**config.mk**
```make
export PLATFORM = sky130hd
export DESIGN_NAME = bus_message_deframer_flat
export DESIGN_NICKNAME = d
export VERILOG_FILES = /design/src/sv/bmd_pkg.sv /design/src/sv/bmd_in_if.sv /design/src/sv/bmd_out_if.sv /design/src/sv/bmd_frame_fsm.sv /design/src/sv/bmd_out_queue.sv /design/src/sv/bus_message_deframer.sv /design/src/flat_wrapper.sv
export SDC_FILE = /design/constraint.sdc
export NUM_CORES = 1
export LEC_CHECK = 0
export BUFFER_PORTS_ARGS = -buffer_cell sky130_fd_sc_hd__buf_2
export CAP_MARGIN = 20
export CORE_MARGIN = 10
export CORE_UTILIZATION = 57
export CTS_BUF_LIST = sky130_fd_sc_hd__clkbuf_4 sky130_fd_sc_hd__clkbuf_8
export DETAILED_ROUTE_END_ITERATION = 7
export PLACE_DENSITY = 0.79
export SETUP_SLACK_MARGIN = 0.5
export SYNTH_ARGS = -nofsm -noshare
export SYNTH_HDL_FRONTEND = slang
export SYNTH_SLANG_ARGS = --single-unit
```
**constraint.sdc**
```tcl
create_clock -name clk -period 6.05 [get_ports clk]
set_input_delay 1.21 -clock clk [delete_from_list [all_inputs] [get_ports clk]]
set_output_delay 1.21 -clock clk [all_outputs]
set_load 0.02 [all_outputs]
```
**src/sv/bmd_pkg.sv**
```systemverilog
// ----------------------------------------------------------------------------
// bmd_pkg - shared types and constants of the bus message deframer
// Frame phases, result kind codes, header layout and the word types that
// move between the deframer stages.
// ----------------------------------------------------------------------------
package bmd_pkg;

	// frame phase
	typedef enum logic [1:0] {
		PH_HEADER  = 2'd0,
		PH_LENGTH  = 2'd1,
		PH_PAYLOAD = 2'd2,
		PH_DISCARD = 2'd3
	} phase_t;

	// result kinds
	localparam logic [2:0] KIND_JOIN    = 3'd0;
	localparam logic [2:0] KIND_LEAVE   = 3'd1;
	localparam logic [2:0] KIND_PAYLOAD = 3'd2;
	localparam logic [2:0] KIND_EMPTY   = 3'd3;
	localparam logic [2:0] KIND_ABORT   = 3'd4;

	// message types carried in the header type word
	localparam logic [31:0] TYPE_JOIN  = 32'd1;
	localparam logic [31:0] TYPE_LEAVE = 32'd2;
	localparam logic [31:0] TYPE_DATA  = 32'd3;

	// header is three 32-bit words, length word follows
	localparam logic [3:0] HEADER_LAST = 4'd11;
	localparam logic [3:0] LENGTH_LAST = 4'd15;

	typedef struct packed {
		logic [7:0] rx_byte;
		logic       chunk_end;
		logic       link_lost;
	} in_word_t;

	typedef struct packed {
		logic [2:0]  msg_kind;
		logic [31:0] peer_first;
		logic [31:0] peer_second;
		logic [7:0]  payload_byte;
		logic        first_of_message;
		logic        last_of_message;
	} out_word_t;

	typedef struct packed {
		logic      valid;
		out_word_t word;
	} result_t;

	// place one little-endian byte into a 32-bit word
	function automatic logic [31:0] insert_byte(logic [31:0] w, logic [1:0] idx,
			logic [7:0] b);
		return w | (32'(b) << {idx, 3'b000});
	endfunction

endpackage

```
**src/sv/bmd_in_if.sv**
```systemverilog
// ----------------------------------------------------------------------------
// bmd_in_if - received byte channel
// Valid/ready channel carrying one received stream byte and its flags.
// ----------------------------------------------------------------------------
interface bmd_in_if;
	logic       valid;
	logic       ready;
	logic [7:0] rx_byte;
	logic       chunk_end;
	logic       link_lost;

	modport source (output valid, output rx_byte, output chunk_end, output link_lost,
		input ready);
	modport sink (input valid, input rx_byte, input chunk_end, input link_lost,
		output ready);
endinterface

```
**src/sv/bmd_out_if.sv**
```systemverilog
// ----------------------------------------------------------------------------
// bmd_out_if - deframed message channel
// Valid/ready channel carrying one deframer result word.
// ----------------------------------------------------------------------------
interface bmd_out_if;
	logic        valid;
	logic        ready;
	logic [2:0]  msg_kind;
	logic [31:0] peer_first;
	logic [31:0] peer_second;
	logic [7:0]  payload_byte;
	logic        first_of_message;
	logic        last_of_message;

	modport source (output valid, output msg_kind, output peer_first, output peer_second,
		output payload_byte, output first_of_message, output last_of_message,
		input ready);
	modport sink (input valid, input msg_kind, input peer_first, input peer_second,
		input payload_byte, input first_of_message, input last_of_message,
		output ready);
endinterface

```
**src/sv/bmd_frame_fsm.sv**
```systemverilog
// ----------------------------------------------------------------------------
// bmd_frame_fsm - frame state machine
// Holds the frame state, decodes one byte per step and forms the result.
// ----------------------------------------------------------------------------
module bmd_frame_fsm
	import bmd_pkg::*;
(
	input  logic     clk,
	input  logic     arst_n,
	input  logic     step,
	input  in_word_t word,
	output result_t  result
);

	phase_t      phase_q, phase_nx;
	logic [3:0]  count_q, count_nx;
	logic [31:0] type_q, type_nx;
	logic [31:0] peer_a_q, peer_a_nx;
	logic [31:0] peer_b_q, peer_b_nx;
	logic [31:0] remain_q, remain_nx;

	always_ff @(posedge clk or negedge arst_n) begin
		if (!arst_n) begin
			phase_q  <= PH_HEADER;
			count_q  <= '0;
			type_q   <= '0;
			peer_a_q <= '0;
			peer_b_q <= '0;
			remain_q <= '0;
		end else if (step) begin
			phase_q  <= phase_nx;
			count_q  <= count_nx;
			type_q   <= type_nx;
			peer_a_q <= peer_a_nx;
			peer_b_q <= peer_b_nx;
			remain_q <= remain_nx;
		end
	end

	always_comb begin
		logic clear;
		logic last;
		clear     = 1'b0;
		last      = 1'b0;
		phase_nx  = phase_q;
		count_nx  = count_q;
		type_nx   = type_q;
		peer_a_nx = peer_a_q;
		peer_b_nx = peer_b_q;
		remain_nx = remain_q;
		result.valid                 = 1'b0;
		result.word.msg_kind         = KIND_JOIN;
		result.word.peer_first       = peer_a_q;
		result.word.peer_second      = peer_b_q;
		result.word.payload_byte     = '0;
		result.word.first_of_message = 1'b0;
		result.word.last_of_message  = 1'b0;

		if (word.link_lost) begin
			if (phase_q == PH_PAYLOAD) begin
				result.valid         = 1'b1;
				result.word.msg_kind = KIND_ABORT;
			end
			clear = 1'b1;
		end else begin
			unique case (phase_q)
				PH_HEADER: begin
					case (count_q[3:2])
						2'd0:    type_nx   = insert_byte(type_q, count_q[1:0], word.rx_byte);
						2'd1:    peer_a_nx = insert_byte(peer_a_q, count_q[1:0], word.rx_byte);
						default: peer_b_nx = insert_byte(peer_b_q, count_q[1:0], word.rx_byte);
					endcase
					count_nx = count_q + 4'd1;
					if (count_q >= HEADER_LAST) begin
						// type word is complete after the fourth byte
						if (type_q == TYPE_JOIN || type_q == TYPE_LEAVE) begin
							result.valid            = 1'b1;
							result.word.msg_kind    = (type_q == TYPE_JOIN) ? KIND_JOIN
								: KIND_LEAVE;
							result.word.peer_second = peer_b_nx;
							clear = 1'b1;
						end else if (type_q == TYPE_DATA) begin
							phase_nx  = PH_LENGTH;
							remain_nx = '0;
						end else if (word.chunk_end) begin
							clear = 1'b1;
						end else begin
							phase_nx = PH_DISCARD;
						end
					end
				end
				PH_LENGTH: begin
					remain_nx = insert_byte(remain_q, count_q[1:0], word.rx_byte);
					count_nx  = count_q + 4'd1;
					if (count_q == LENGTH_LAST) begin
						if (remain_nx == '0) begin
							result.valid         = 1'b1;
							result.word.msg_kind = KIND_EMPTY;
							clear = 1'b1;
						end else begin
							phase_nx = PH_PAYLOAD;
							count_nx = '0;
						end
					end
				end
				PH_PAYLOAD: begin
					last = (remain_q <= 32'd1);
					result.valid                 = 1'b1;
					result.word.msg_kind         = KIND_PAYLOAD;
					result.word.payload_byte     = word.rx_byte;
					result.word.first_of_message = (count_q == '0);
					result.word.last_of_message  = last;
					count_nx  = 4'd1;
					remain_nx = remain_q - 32'd1;
					clear     = last;
				end
				PH_DISCARD: begin
					clear = word.chunk_end;
				end
				default: clear = 1'b1;
			endcase
		end

		if (clear) begin
			phase_nx  = PH_HEADER;
			count_nx  = '0;
			type_nx   = '0;
			peer_a_nx = '0;
			peer_b_nx = '0;
			remain_nx = '0;
		end
	end

endmodule

```
**src/sv/bmd_out_queue.sv**
```systemverilog
// ----------------------------------------------------------------------------
// bmd_out_queue - result register pair
// Two-entry queue between the frame logic and the output channel.
// ----------------------------------------------------------------------------
module bmd_out_queue
	import bmd_pkg::*;
(
	input  logic      clk,
	input  logic      arst_n,
	input  logic      push,
	input  out_word_t push_word,
	output logic      has_room,
	output logic      out_valid,
	input  logic      out_ready,
	output out_word_t out_word
);

	out_word_t  entry_q [2];
	logic       wr_ptr_q;
	logic       rd_ptr_q;
	logic [1:0] count_q;
	logic       pop;

	assign out_valid = (count_q != 2'd0);
	assign has_room  = (count_q != 2'd2);
	assign pop       = out_valid && out_ready;
	assign out_word  = entry_q[rd_ptr_q];

	always_ff @(posedge clk) begin
		if (push) begin
			entry_q[wr_ptr_q] <= push_word;
		end
	end

	always_ff @(posedge clk or negedge arst_n) begin
		if (!arst_n) begin
			wr_ptr_q <= 1'b0;
			rd_ptr_q <= 1'b0;
			count_q  <= '0;
		end else begin
			if (push) wr_ptr_q <= ~wr_ptr_q;
			if (pop)  rd_ptr_q <= ~rd_ptr_q;
			count_q <= count_q + 2'(push) - 2'(pop);
		end
	end

endmodule

```
**src/sv/bus_message_deframer.sv**
```systemverilog
// ----------------------------------------------------------------------------
// bus_message_deframer - received byte stream deframer
// Gathers 12-byte headers and streams join, leave, payload, empty and abort
// results from the received bytes.
// ----------------------------------------------------------------------------
// Takes one received byte per clock while the result queue has room and
// gives at most one result word per byte. Each byte is captured in an input
// register, decoded against the frame state once the result queue has room
// and written into a two-entry result queue, which offers its head on msg.
// The sustained rate is one byte per cycle while the result sink keeps up;
// the result queue depth sets how long rx stays ready when msg stalls (two
// pending results).
// Header and length words are little-endian. Payload bytes stream out with
// first and last marks; link loss mid-payload gives an abort word carrying
// the peer id of the broken frame. No clearing pass after reset.
// ----------------------------------------------------------------------------
module bus_message_deframer
	import bmd_pkg::*;
(
	input  logic       clk,
	input  logic       arst_n,
	bmd_in_if.sink     rx,
	bmd_out_if.source  msg
);

	logic      valid_s1;
	in_word_t  word_s1;
	logic      advance;
	logic      has_room;
	logic      accept;
	result_t   result;
	out_word_t head;

	// a byte in s1 moves on whenever the queue can take any result it makes
	assign advance  = valid_s1 && has_room;
	assign rx.ready = !valid_s1 || advance;
	assign accept   = rx.valid && rx.ready;

	always_ff @(posedge clk or negedge arst_n) begin
		if (!arst_n) begin
			valid_s1 <= 1'b0;
		end else if (accept) begin
			valid_s1 <= 1'b1;
		end else if (advance) begin
			valid_s1 <= 1'b0;
		end
	end

	// payload register, no reset
	always_ff @(posedge clk) begin
		if (accept) begin
			word_s1.rx_byte   <= rx.rx_byte;
			word_s1.chunk_end <= rx.chunk_end;
			word_s1.link_lost <= rx.link_lost;
		end
	end

	bmd_frame_fsm u_fsm (
		.clk    (clk),
		.arst_n (arst_n),
		.step   (advance),
		.word   (word_s1),
		.result (result)
	);

	bmd_out_queue u_queue (
		.clk       (clk),
		.arst_n    (arst_n),
		.push      (advance && result.valid),
		.push_word (result.word),
		.has_room  (has_room),
		.out_valid (msg.valid),
		.out_ready (msg.ready),
		.out_word  (head)
	);

	assign msg.msg_kind         = head.msg_kind;
	assign msg.peer_first       = head.peer_first;
	assign msg.peer_second      = head.peer_second;
	assign msg.payload_byte     = head.payload_byte;
	assign msg.first_of_message = head.first_of_message;
	assign msg.last_of_message  = head.last_of_message;

endmodule

```
**src/flat_wrapper.sv**
```systemverilog
// flat-port wrapper written by rule: the top's interface ports become plain ports
module bus_message_deframer_flat import bmd_pkg::*;
  (clk, arst_n, rx_valid, rx_rx_byte, rx_chunk_end, rx_link_lost, rx_ready, msg_valid, msg_msg_kind, msg_peer_first, msg_peer_second, msg_payload_byte, msg_first_of_message, msg_last_of_message, msg_ready);
  bmd_in_if rx_i ();
  bmd_out_if msg_i ();
  input  logic clk;
  input  logic arst_n;
  input wire logic [$bits(rx_i.valid)-1:0] rx_valid;
  input wire logic [$bits(rx_i.rx_byte)-1:0] rx_rx_byte;
  input wire logic [$bits(rx_i.chunk_end)-1:0] rx_chunk_end;
  input wire logic [$bits(rx_i.link_lost)-1:0] rx_link_lost;
  output wire logic [$bits(rx_i.ready)-1:0] rx_ready;
  output wire logic [$bits(msg_i.valid)-1:0] msg_valid;
  output wire logic [$bits(msg_i.msg_kind)-1:0] msg_msg_kind;
  output wire logic [$bits(msg_i.peer_first)-1:0] msg_peer_first;
  output wire logic [$bits(msg_i.peer_second)-1:0] msg_peer_second;
  output wire logic [$bits(msg_i.payload_byte)-1:0] msg_payload_byte;
  output wire logic [$bits(msg_i.first_of_message)-1:0] msg_first_of_message;
  output wire logic [$bits(msg_i.last_of_message)-1:0] msg_last_of_message;
  input wire logic [$bits(msg_i.ready)-1:0] msg_ready;
  assign rx_i.valid = rx_valid;
  assign rx_i.rx_byte = rx_rx_byte;
  assign rx_i.chunk_end = rx_chunk_end;
  assign rx_i.link_lost = rx_link_lost;
  assign rx_ready = rx_i.ready;
  assign msg_valid = msg_i.valid;
  assign msg_msg_kind = msg_i.msg_kind;
  assign msg_peer_first = msg_i.peer_first;
  assign msg_peer_second = msg_i.peer_second;
  assign msg_payload_byte = msg_i.payload_byte;
  assign msg_first_of_message = msg_i.first_of_message;
  assign msg_last_of_message = msg_i.last_of_message;
  assign msg_i.ready = msg_ready;
  bus_message_deframer u_core (.clk(clk), .arst_n(arst_n), .rx(rx_i), .msg(msg_i));
endmodule
```
==> impl_metrics.tcl <==
set metrics [dict create \
    status "complete, no violations" \
    row_count 55 \
    crit_type "register to register" \
    boundaryPins 93 \
    worst_pin_slew_ps 1128 \
    cts_root_buf "clkbuf_8" \
    yosysMostFrequentCell "edfxtp_1" \
    timing.hold.ws_ps 477.4 \
    cts_resized 0 \
    setup.worst_path.end_class "register" \
    relSlewSlack_pct 24.83 \
    r2r-start "u_core.u_fsm.remain_q[16]$_DFFE_PN0P_" \
    syn_avg_cell_area_um2 12.96 \
    dp_slack_ps 1880 \
    hold_end "u_core.u_queue.entry_q[1][70]$_DFFE_PP_" \
    firstDrtPassIters 6 \
    r2r_cells 7 \
    worstReg2RegEnd "u_core.u_fsm.type_q[5]$_DFFE_PN0P_" \
    synthTopCellsByArea "edfxtp_1 37%, dfrtp_1 26%, mux2_2 6.5%, o2bb2ai_1 4.1%, nand2_1 2.1%" \
    grt_overflow_total 0 \
    cts_hold_buf 0 \
    worstPathArrival_ps 4760 \
    min_path_type "register to register" \
    drt_wl_total_mm 31.67 \
    antenna_found_initial 0 \
    cts_buffer_depth 3 \
    grt_use_total_pct 20.49 \
    synth_area_um2 13330 \
    coreArea_um2 22850 \
    nets 1140 \
    postCtsSetupRepairBufs 0 \
    slew_violations 0 \
    holdCritStartpoint "u_core.u_fsm.peer_a_q[28]$_DFFE_PN0P_" \
    synth-async-reset-ratio_pct 45.87 \
    startpoint_type "register" \
    yosysWarnings 0 \
    cp_max_fo 96 \
    die_w_um 172.9 \
    rsz0062_at_grt "false" \
    maxCapViolCount 0 \
    antenna_cells 0 \
    grt_max_degree 97 \
    fin_ws_ps 1708 \
    synth_area_leader_cell "edfxtp_1" \
    port_buffers 92 \
    p_leak_uw 0.005894 \
    synth-seq-area-share_pct 63.03 \
    hold-path-cell-count 0 \
    drive_gt1_share_pct 24.26 \
    place_area_um2 14000 \
    fin_tns_setup_ps 0 \
    synthTopCellsByCount "164 x edfxtp_1, 139 x dfrtp_1, 77 x mux2_2, 74 x nand2_1, 71 x nor2_1" \
    routabilityCongestion 0.9244 \
    num_vias 9100 \
    dieHeight_um 172.9 \
    setup_viol 0 \
    max_freq_mhz 230.3 \
    p_per_area_nw_per_um2 511.5 \
    finalCritPeriodShare_pct 71.77 \
    synth_top_area_share_pct 36.94 \
    postLayoutCellArea_um2 15030 \
    clkLatencyLatePin_ps 570 \
    ant_nets 0 \
    die_area_um2 29910 \
    via_per_inst 6.203 \
    wl_per_cell_um 21.59 \
    start_util_pct 58.35 \
    cts_buffers 47 \
    ctsHtreeMaxLevel 2 \
    grt_pass1_wl_mm 49.85 \
    path_clk_slew_ps 70 \
    cts_tree "done" \
    synth_edf_count 164 \
    fin_crit_ps 4342 \
    drc 0 \
    hpwl_mm 19.97 \
    synth_seq_cells 303 \
    clock_skew_ps 19.84 \
    hold_viol 0 \
    synth_flop_cell "edfxtp_1" \
    synthCells 1029 \
    syn_nets 1054 \
    drt-initial-drc-count 1102 \
    worstPathRequired_ps 6470 \
    grt_pass1_vias 8864 \
    rrSetupSlack_ps 1710 \
    utilization_pct 65.80 \
    synthToLayoutAreaGrowth_pct 12.76 \
    clock_sinks 303 \
    yosys.cell_types.count 68 \
    vdd_drop_max_mv 0.2480 \
]
## worst max path at each step
stage | start | slack (ps) | endpoint
CTS | u_core.u_fsm.remain_q[16]$_DFFE_PN0P_ | 1840 | u_core.u_fsm.type_q[21]$_DFFE_PN0P_
finish | u_core.u_fsm.remain_q[16]$_DFFE_PN0P_ | 1710 | u_core.u_fsm.type_q[5]$_DFFE_PN0P_
global route | u_core.u_fsm.remain_q[17]$_DFFE_PN0P_ | 1520 | u_core.u_fsm.type_q[14]$_DFFE_PN0P_
floorplan | u_core.u_fsm.remain_q[26]$_DFFE_PN0P_ | -30 | u_core.u_queue.entry_q[0][0]$_DFFE_PP_
global placement | u_core.u_fsm.remain_q[16]$_DFFE_PN0P_ | 2000 | u_core.u_fsm.peer_a_q[6]$_DFFE_PN0P_
detailed placement | u_core.u_fsm.remain_q[16]$_DFFE_PN0P_ | 1880 | u_core.u_fsm.type_q[21]$_DFFE_PN0P_
## through the flow
step           cells  total power [uW]
6_report        1467              7690
5_1_grt         1467              8081
4_1_cts         1467              7666
3_5_place_dp    1379              5824
3_3_place_gp    1378              5743
2_1_floorplan   1029              5009
## cell families after synthesis
group	synth area share [%]
and+or+nand+nor	9.902
xor gates and xnor gates	1.248
DFF	63.03
buffers and inverters	2.919
AOI/OAI and AO/OA	15.36
adders and majority gates	1.032
muxes	6.504
## critical path: stages, from the launching register on
cell,delay [ps]
dfrtp_1,470
or4_1,610
nand4bb_1,500
a211o_1,410
nor4_2,310
or2_1,690
nand2_4,730
o2bb2ai_1,360
## where the power goes
part | internal, uW | leakage [uW] | total (uW) | switching [uW]
logic | 1070 | 0.00190 | 3050 | 1980
registers | 2520 | 0.00344 | 2810 | 284
clock network | 1060 | 0.000545 | 1840 | 773
## placed cells by master, fill, tap and decap left out, drive strengths merged, types with 34 or more instances in the layout
master / n
clkbuf: 72
dfrtp: 139
buf: 102
o2bb2ai: 65
o21ai: 34
nor2: 71
a21oi: 37
nand2: 75
edfxtp: 164
mux2: 77
o21a: 37
## cell type report
class	instances	area, um2
flip-flops and latches	303	8404
clock buffers	72	884.6
clock inverters	16	151.4
fillers	1645	7814
inverters	19	71.32
repair buffers	102	566.8
multi-input cells	642	4563
well taps	313	391.6
## flip-flops by register name (all words and copies together) (netlist names), 2 cells and up
name	flops
u_core.word_s1	10
u_core.u_fsm.remain_q	32
u_core.u_fsm.peer_a_q	32
u_core.u_fsm.type_q	32
u_core.u_fsm.peer_b_q	32
u_core.u_queue.entry_q	154
u_core.u_queue.count_q	2
u_core.u_fsm.count_q	4
u_core.u_fsm.phase_q	2
## routing by layer
metal / track usage (%) / routed length (um)
met5: 0 / 0
met4: 7.582 / 983
met1: 27.11 / 12950
met3: 5.075 / 2762
met2: 32.21 / 14980
No activity file was read; power rests on OpenSTA's default activity.
